[config.mk]
export PLATFORM = sky130hd
export DESIGN_NAME = jeti_mul
export DESIGN_NICKNAME = d
export VERILOG_FILES = /design/src/hw/rtl/jeti_mul.sv
export SDC_FILE = /design/constraint.sdc
export NUM_CORES = 2
export LEC_CHECK = 0
export CAP_MARGIN = 20
export CORE_AREA = 2 2 291 293
export DETAILED_ROUTE_END_ITERATION = 10
export DIE_AREA = 0 0 293 295
export DONT_BUFFER_PORTS = 1
export PLACE_DENSITY = 0.64
export SLEW_MARGIN = 25
export SYNTH_ARGS = -nofsm -noshare
export SYNTH_HDL_FRONTEND = slang
export SYNTH_SLANG_ARGS = --single-unit
[constraint.sdc]
create_clock -name clk -period 7.8 [get_ports clk]
set_input_delay 0 -clock clk [delete_from_list [all_inputs] [get_ports clk]]
set_output_delay 0 -clock clk [all_outputs]
set_load 0.01 [all_outputs]
[src/hw/rtl/jeti_mul.sv]
// ----------------------------------------------------------------------------
// jeti_mul: shared signed multiplier
// One 32 by 32 signed multiply per cycle with a registered 64-bit product.
// ----------------------------------------------------------------------------
`timescale 1ns / 1ps
`default_nettype none

module jeti_mul (
  input  wire logic               clk,
  input  wire logic signed [31:0] op_a,
  input  wire logic signed [31:0] op_b,
  output      logic signed [63:0] prod
);

  always_ff @(posedge clk) begin
    prod <= op_a * op_b;
  end

endmodule

`default_nettype wire

==> run metrics <==
outcome=completed; std cell rows=106; maximum fanout along the worst path=32; final number of setup-violating endpoints=0; Core Region=83200 um^2; TritonCTS sink count=64; critical-path cell with the highest stage delay=nor3_1; upper clock frequency limit=138 MHz; critical path startpoint=op_b[2]; synthesized netlist net count=5215; count of different cell masters after synthesis=63; maximum number of pins on one net before global-route repair=33; Final Max Tran Viols=0; Largest stage delay, worst path=0.79 ns; average via count per standard cell=5.17; Clock H-tree levels=3; final critical path time including I/O delays and setup=7.24 ns; layout net count=5060; chip height=295 um; area of the die=86400 um^2; Largest register FFs=64; post-synth top area share=58.2%; count of yosys warnings during synthesis=0; initial antenna violation count=0; TritonCTS clock tree=done; placed cells=4792; type of the setup path with the least slack=primary input to flop; worst-case hold slack=0.142 ns; Data arrival, critical path=7.54 ns; weighted congestion at the end of routability-driven global placement=0.910; Maximum Capacitance Violations=0; # IOs=129; DRT iter0 DRCs=1222; unrepaired setup endpoints after global routing=no; ordered cell list for the critical path=nand2_1, inv_1, fa_1, fa_1, fa_1, buf_4, fa_1, fa_1, fa_1, fa_1, inv_1, fa_1, inv_1, ha_1, nand2_1, nor2_1, nand3_1, nor3_1, a311oi_1, buf_4, o31ai_1, a21oi_1, xnor2_1; Worst Path Required=8.10 ns; vias after detailed routing=24900; most area-consuming cells after synthesis=fa_1 (58%), inv_1 (9.6%), and2_1 (8.7%), ha_1 (6.2%), nand2_1 (5.2%); class of the tightest hold or removal check=primary input to flop; count of placed standard cells in the final layout, fillers left out=4814; antenna violation net count after detailed routing=0; DP HPWL=79200 um; Die Span X=293 um; Initial Utilization=44.8%; cell type with the highest aggregate area in the netlist=fa_1; mean post-synth cell area=9.59 um^2; kind of end point of the critical path=flop; Max Root-Sink Buffers=2; worst-case headroom to the max-slew limit=33.4%; cell repeated most along the worst path=fa_1; global-route congestion overflow total=0; DR WL/cell=20.1 um; wire length of the first global-routing pass=158000 um; number of DRC violations after detailed routing=0; clock buffers created by TritonCTS=9; number of setup buffers added after CTS=0; Core Util, Final=46.2%; crit path launch type=primary input; setup total negative slack=0 ns; top flop regs=prod (64); Total GRT Usage=24.1%; last element of the critical path=prod[63]; layout cells sized above 1=1.77%; Most flops, register=prod; number of buffer cells added on primary ports=0; final worst-path cycle share=92.8%; top flip-flop cell by instance count after synthesis=dfxtp_1; P&R area growth vs syn=3.16%; slew at the pin with the worst max-slew slack=0.991 ns; proportion of synthesized chip area in sequential cells=3.44%; Clk pin slew, worst setup/hold paths=0.07 ns; CTS Root Buffer Type=clkbuf_16; post-synthesis instance total=3884; final count of hold timing violations=0; proportion of synthesized flip-flops having asynchronous set or reset=0%; via count of the first global-routing pass=28200; #FFs+latches synth=64; netlist area before placement=37200 um^2; router iterations before antenna repair=7; Post-synth EDFFs=0; routed wire length=96700 um
timing repair:
action,CTS,global route
hold buffers,6,0
resized for setup,0,0
hold endpoints to repair,3,0
cells in the final DEF (no fill, tap or decap), drive strengths merged, types with 7 or more instances in the layout:
| cell type | n |
|---|---|
| o31ai | 7 |
| nand2b | 9 |
| a31oi | 13 |
| clkbuf | 12 |
| a211oi | 8 |
| o21bai | 15 |
| nor3 | 7 |
| and3 | 9 |
| nand4 | 7 |
| xnor2 | 53 |
| a21o | 25 |
| inv | 952 |
| dfxtp | 64 |
| o21ai | 31 |
| ha | 184 |
| fa | 1082 |
| nor2 | 42 |
| xor2 | 22 |
| nand2 | 511 |
| and2 | 516 |
| buf | 28 |
| nand3 | 15 |
| a21oi | 68 |
worst max-delay path: cells and delay by family:
family | cells | cell delay (ns)
AND/OR/NAND/NOR | 5 | 1.44
XOR/XNOR | 1 | 0.12
AO/OA/AOI/OAI | 3 | 0.59
adder cells (fa/ha/maj) | 9 | 4.67
buffers and inverters | 5 | 0.66
metrics by stage:
step	setup WS, ns	cell area (um^2)
2_1_floorplan	0.539	37200
3_3_place_gp	0.373	38000
3_5_place_dp	0.303	38000
4_1_cts	0.720	38400
5_1_grt	0.408	38400
6_report	0.562	38400
cell families (layout without fill, tap and decap cells):
group | Yosys count | count (layout) | synth area share (%)
buffers and inverters | 1152 | 1001 | 11.6
and+or+nand+nor | 1134 | 1134 | 15.4
adders and majority gates | 1266 | 1266 | 64.3
other | 0 | 1 | 0
xor gates and xnor gates | 75 | 75 | 1.76
DFF | 64 | 64 | 3.44
AOI/OAI and AO/OA | 193 | 193 | 3.46
synthesized netlist by cell type, types with 2 or more instances:
library cell,number
nor2_1,42
xor2_1,22
ha_1,184
nor3_1,6
clkbuf_1,195
a31oi_1,12
buf_1,2
o22a_1,2
nand3_1,15
a21o_2,2
inv_1,952
o21a_1,4
xnor2_1,53
a211oi_2,3
nand2b_1,9
nor2b_1,3
a21oi_1,68
nand4_1,7
and4_1,3
o21ai_2,2
a21boi_0,3
and3_1,7
dfxtp_1,64
a21o_1,23
a211oi_1,4
o21bai_1,15
or3_1,4
o211ai_1,3
and2_1,516
o21ai_0,28
buf_2,3
o31ai_1,6
nand2_1,511
fa_1,1082
metal layers:
metal	global-route usage, %	up-vias	wire length, um
li1	-	10700	-
met1	29.7	13300	37400
met2	42.2	730	49700
met3	4.53	175	5700
met4	9.29	0	3930
met5	0	-	0
layout make-up:
class,count,area (um^2)
flip-flops and latches,64,1280
multi-input cells,2668,31600
inverters,952,3570
clock buffers,12,267
fillers,7905,44700
repair buffers,34,270
clock inverters,3,40.0
diodes,1,2.50
well taps,1080,1350
worst min path at each step:
stage,start,to,cells past startpoint
floorplan,op_b[0],prod[0],1
global placement,op_a[0],prod[0],1
detailed placement,op_a[0],prod[0],1
CTS,op_a[1],prod[3],4
global route,op_a[1],prod[3],4
finish,op_b[0],prod[3],4
Power is not shown: default switching activity piles up to over one toggle a cycle in this logic, so the estimate is an artifact.
