===== config.mk =====
export PLATFORM = sky130hd
export DESIGN_NAME = jeti_cfg
export DESIGN_NICKNAME = d
export VERILOG_FILES = /design/src/hw/rtl/jeti_pkg.sv /design/src/hw/rtl/jeti_cfg.sv
export SDC_FILE = /design/constraint.sdc
export NUM_CORES = 1
export LEC_CHECK = 0
export BUFFER_PORTS_ARGS = -buffer_cell sky130_fd_sc_hd__buf_4
export CAP_MARGIN = 15
export CELL_PAD_IN_SITES_DETAIL_PLACEMENT = 2
export CELL_PAD_IN_SITES_GLOBAL_PLACEMENT = 2
export CORE_MARGIN = 8
export CORE_UTILIZATION = 28
export DETAILED_ROUTE_END_ITERATION = 8
export PLACE_DENSITY = 0.75
export SLEW_MARGIN = 20
export SYNTH_ARGS = -nofsm -noshare
export SYNTH_HDL_FRONTEND = slang
export SYNTH_SLANG_ARGS = --single-unit

===== constraint.sdc =====
create_clock -name clk -period 1.55 [get_ports clk]
set_input_delay 0.465 -clock clk [delete_from_list [all_inputs] [get_ports clk]]
set_output_delay 0.465 -clock clk [all_outputs]
set_load 0.01 [all_outputs]

===== src/hw/rtl/jeti_pkg.sv =====
// ----------------------------------------------------------------------------
// jeti_pkg: shared definitions for the Julia escape-time iterator
// Image size, register indexes, power mode codes, the configuration
// bundle and the saturation helper used by the datapath.
// ----------------------------------------------------------------------------
`timescale 1ns / 1ps
`default_nettype none

package jeti_pkg;

  localparam int IMAGE_WIDTH  = 1024;
  localparam int IMAGE_HEIGHT = 1024;

  localparam int FRAC_BITS = 24;

  localparam logic signed [47:0] IMAGE_WIDTH_S  = 48'(IMAGE_WIDTH);
  localparam logic signed [47:0] IMAGE_HEIGHT_S = 48'(IMAGE_HEIGHT);
  localparam logic signed [47:0] TWO_Q24        = 48'sd2 <<< FRAC_BITS;
  localparam logic [64:0]        ESCAPE_Q48     = 65'd4 << 48;

  typedef enum logic [2:0] {
    REG_INVERSE_ZOOM     = 3'd0,
    REG_HORIZONTAL_SHIFT = 3'd1,
    REG_VERTICAL_SHIFT   = 3'd2,
    REG_CONSTANT_REAL    = 3'd3,
    REG_CONSTANT_IMAG    = 3'd4,
    REG_ITERATION_LIMIT  = 3'd5,
    REG_POWER_MODE       = 3'd6
  } reg_index_t;

  localparam logic [1:0] MODE_SQUARE = 2'd0;
  localparam logic [1:0] MODE_CUBE   = 2'd1;
  localparam logic [1:0] MODE_FOURTH = 2'd2;

  typedef struct packed {
    logic        [30:0] inverse_zoom;
    logic signed [20:0] horizontal_shift;
    logic signed [20:0] vertical_shift;
    logic signed [31:0] constant_real;
    logic signed [31:0] constant_imag;
    logic        [15:0] iteration_limit;
    logic        [1:0]  power_mode;
  } cfg_t;

  function automatic logic signed [31:0] sat32(input logic signed [47:0] v);
    logic signed [31:0] r;
    if (v > 48'sh0000_7FFF_FFFF) begin
      r = 32'sh7FFF_FFFF;
    end else if (v < -48'sh0000_8000_0000) begin
      r = -32'sh8000_0000;
    end else begin
      r = v[31:0];
    end
    return r;
  endfunction

endpackage

`default_nettype wire


===== src/hw/rtl/jeti_cfg.sv =====
// ----------------------------------------------------------------------------
// jeti_cfg: configuration register file
// Holds the zoom, pan, Julia constant, iteration limit and power mode.
// Writes to indexes beyond the register list are dropped.
// ----------------------------------------------------------------------------
`timescale 1ns / 1ps
`default_nettype none

module jeti_cfg (
  input  wire logic          clk,
  input  wire logic          rst,
  input  wire logic          cfg_write,
  input  wire logic [2:0]    cfg_index,
  input  wire logic [31:0]   cfg_data,
  output jeti_pkg::cfg_t     cfg
);

  always_ff @(posedge clk) begin
    if (rst) begin
      cfg.inverse_zoom     <= 31'd16777216;
      cfg.horizontal_shift <= '0;
      cfg.vertical_shift   <= '0;
      cfg.constant_real    <= '0;
      cfg.constant_imag    <= '0;
      cfg.iteration_limit  <= 16'd64;
      cfg.power_mode       <= jeti_pkg::MODE_SQUARE;
    end else if (cfg_write) begin
      case (jeti_pkg::reg_index_t'(cfg_index))
        jeti_pkg::REG_INVERSE_ZOOM:     cfg.inverse_zoom     <= cfg_data[30:0];
        jeti_pkg::REG_HORIZONTAL_SHIFT: cfg.horizontal_shift <= cfg_data[20:0];
        jeti_pkg::REG_VERTICAL_SHIFT:   cfg.vertical_shift   <= cfg_data[20:0];
        jeti_pkg::REG_CONSTANT_REAL:    cfg.constant_real    <= cfg_data;
        jeti_pkg::REG_CONSTANT_IMAG:    cfg.constant_imag    <= cfg_data;
        jeti_pkg::REG_ITERATION_LIMIT:  cfg.iteration_limit  <= cfg_data[15:0];
        jeti_pkg::REG_POWER_MODE:       cfg.power_mode       <= cfg_data[1:0];
        default: begin
        end
      endcase
    end
  end

endmodule

`default_nettype wire


==> flow_summary.yaml <==
route:
  vias_per_cell: 4.48
  antenna_left: 0
  wl_mm: 20.9
  drc_errors: 0
  dr.pass1.iters: 4
  drtIter0Drc: 93
  via_count: 4660
  avgRoutedWirePerCell_um: 20.1
yosys:
  syn_nets: 592
  ys_ff_latch: 155
  synth.cell_area_mm2: 0.00616
  seq_area_frac_synth_pct: 50.4
  synth_edf_count: 0
  yosys_warnings: 0
  synth.most_common_cell: "nand2b_1"
  synth_top_area_share_pct: 50.4
  ys_top_cells_by_area: "dfxtp_1 (50%), mux2i_1 (25%), nand2b_1 (19%), clkbuf_1 (1.5%), buf_2 (1.2%)"
  synthArstFlopShare_pct: 0
  netlist_top_cells_count: "nand2b_1 (185), dfxtp_1 (155), mux2i_1 (155), clkbuf_1 (25), buf_2 (15)"
  syn_inst: 554
  postSynthAreaPerCell_um2: 11.1
  yosysUniqueCellTypes: 15
  ys.flop_type: "dfxtp_1"
  yosys.area.top_type: "dfxtp_1"
floorplan:
  start_util_pct: 28.4
  die_h_um: 164
  num_rows: 54
  die-area_mm2: 0.0270
  core_area_mm2: 0.0217
  die_w_um: 164
  ios: 193
setup_path:
  crit_required_ns: 1.08
  end_kind: "output pin"
  path_max_fanout: 2
  path_delay_family: "flip-flops"
  slowest_delay_ns: 0.38
  path_cells: "buf_4"
  cp.arrival_ns: 0.95
  crit_buf_inv: 1
  critPathKind: "flop to output pin"
  critPathLaunchType: "flop"
  cp_slowest_cell: "dfxtp_1"
job:
  max_cap_violations: 0
finish:
  syn_to_final_growth_pct: 41.2
  final_layout_size_suffix_gt1_share_pct: 33.8
  largest_reg_flops: 155
  regMostFlops: "cfg"
  antenna_cells: 0
  fillers: 2241
  fin_util_pct: 40.1
  fin_nets: 786
  top_regs: "cfg (155)"
place:
  portBuffers: 192
  hpwl_mm: 15.7
  gp_congestion: 0.743
grt:
  grt_overflow: 0
  grt_pass1_vias: 5386
  antenna_found_initial: 0
  grt_pass1_wl_mm: 32.1
  grt_start_max_net_pins: 62
  grt_use_total_pct: 15.6
timing:
  final.period_utilization_pct: 91.2
  setup_viol: 0
  fin_skew_ns: 0
  relSlewSlack_pct: 69.9
  finalCriticalPeriod_ns: 1.41
  finalHoldViolCount: 0
  rsz0062_at_grt: "false"
  worst_pin_slew_ns: 0.446
  slew_viol_final: 0
  tns_ns: 0
  max_freq_mhz: 708
worst_hold_path:
  hp-class: "input port to flop"
clock_tree:
  clock_sinks: 155
  clock_path_buffers: 2
  cts_resized: 0
  htreeDepth: 4
  clk_pin_slew_ns: 0.06
  cts_buffers: 17
  clk_latency_ns: 0.42
  cts_root_buf: "clkbuf_16"
  postCtsSetupRepairBufs: 0
  cts_tree: "built"
  cts-hold-fix-buffers: 0
run_status:
  status: "finished, final reports clean"
power:
  power_leakage_nw: 4.30
  peakVddDrop_v: 0.000630
  power.density_mw_per_mm2: 1050
final timing paths:
path	slack, ns	cells past startpoint	start	to
hold reg to reg	0.48	2	cfg[101]	cfg[101]
setup reg to reg	0.85	2	cfg[130]	cfg[130]
hold / removal	0.33	3	cfg_data[6]	cfg[8]
setup / recovery	0.14	1	cfg[140]	cfg[140]
cell usage in the layout, fill, tap and decap left out, drive strengths merged:
cell type,n
buf,220
nand2b,185
mux2i,155
dfxtp,155
clkbuf,20
nor2,4
clkinvlp,4
nand4b,3
nand4bb,3
inv,3
clkinv,3
bufinv,2
nor4b,1
nor4bb,1
and4b,1
or4b,1
metal layers:
layer	track usage [%]	share of wire (%)
met5	0	0
met1	16.8	40
met2	28.2	51
met3	5.69	7.1
met4	4.59	1.5
final cells by class:
type	count	area [um2]	share of cell area, %
clock buffers	20	467	5.37
clock inverters	12	138	1.58
multi-input cells	354	2860	32.9
flip-flops and latches	155	3100	35.7
well taps	280	350	4.03
repair buffers	220	1780	20.4
logic make-up (layout without fill, tap and decap cells):
logic type | after synthesis | count (layout) | synth area share (%)
DFF | 155 | 155 | 50.4
and+or+nand+nor | 199 | 199 | 20.7
muxes | 155 | 155 | 25.2
buffers and inverters | 45 | 252 | 3.68
report_power, final:
group	internal (W)	switching [W]	leakage, nW	total (W)
sequential	0.00407	0.0000574	1.25	0.00413
combinational	0.000390	0.000356	2.75	0.000745
clock	0.00252	0.00175	0.287	0.00427
total	0.00698	0.00217	4.30	0.00915
through the flow:
stage          power, W  cell area, um2  hold slack [ns]  worst slack (ns)  instances
2_1_floorplan   0.00459            6170            0.493           -0.0531        554
3_3_place_gp    0.00495            8090            0.460            -0.127       1009
3_5_place_dp    0.00498            8090            0.473            -0.204       1009
4_1_cts         0.00929            8690            0.309             0.112       1041
5_1_grt         0.00952            8690            0.306            0.0900       1041
6_report        0.00915            8690            0.325             0.137       1041
No activity file was read; power rests on OpenSTA's default activity.
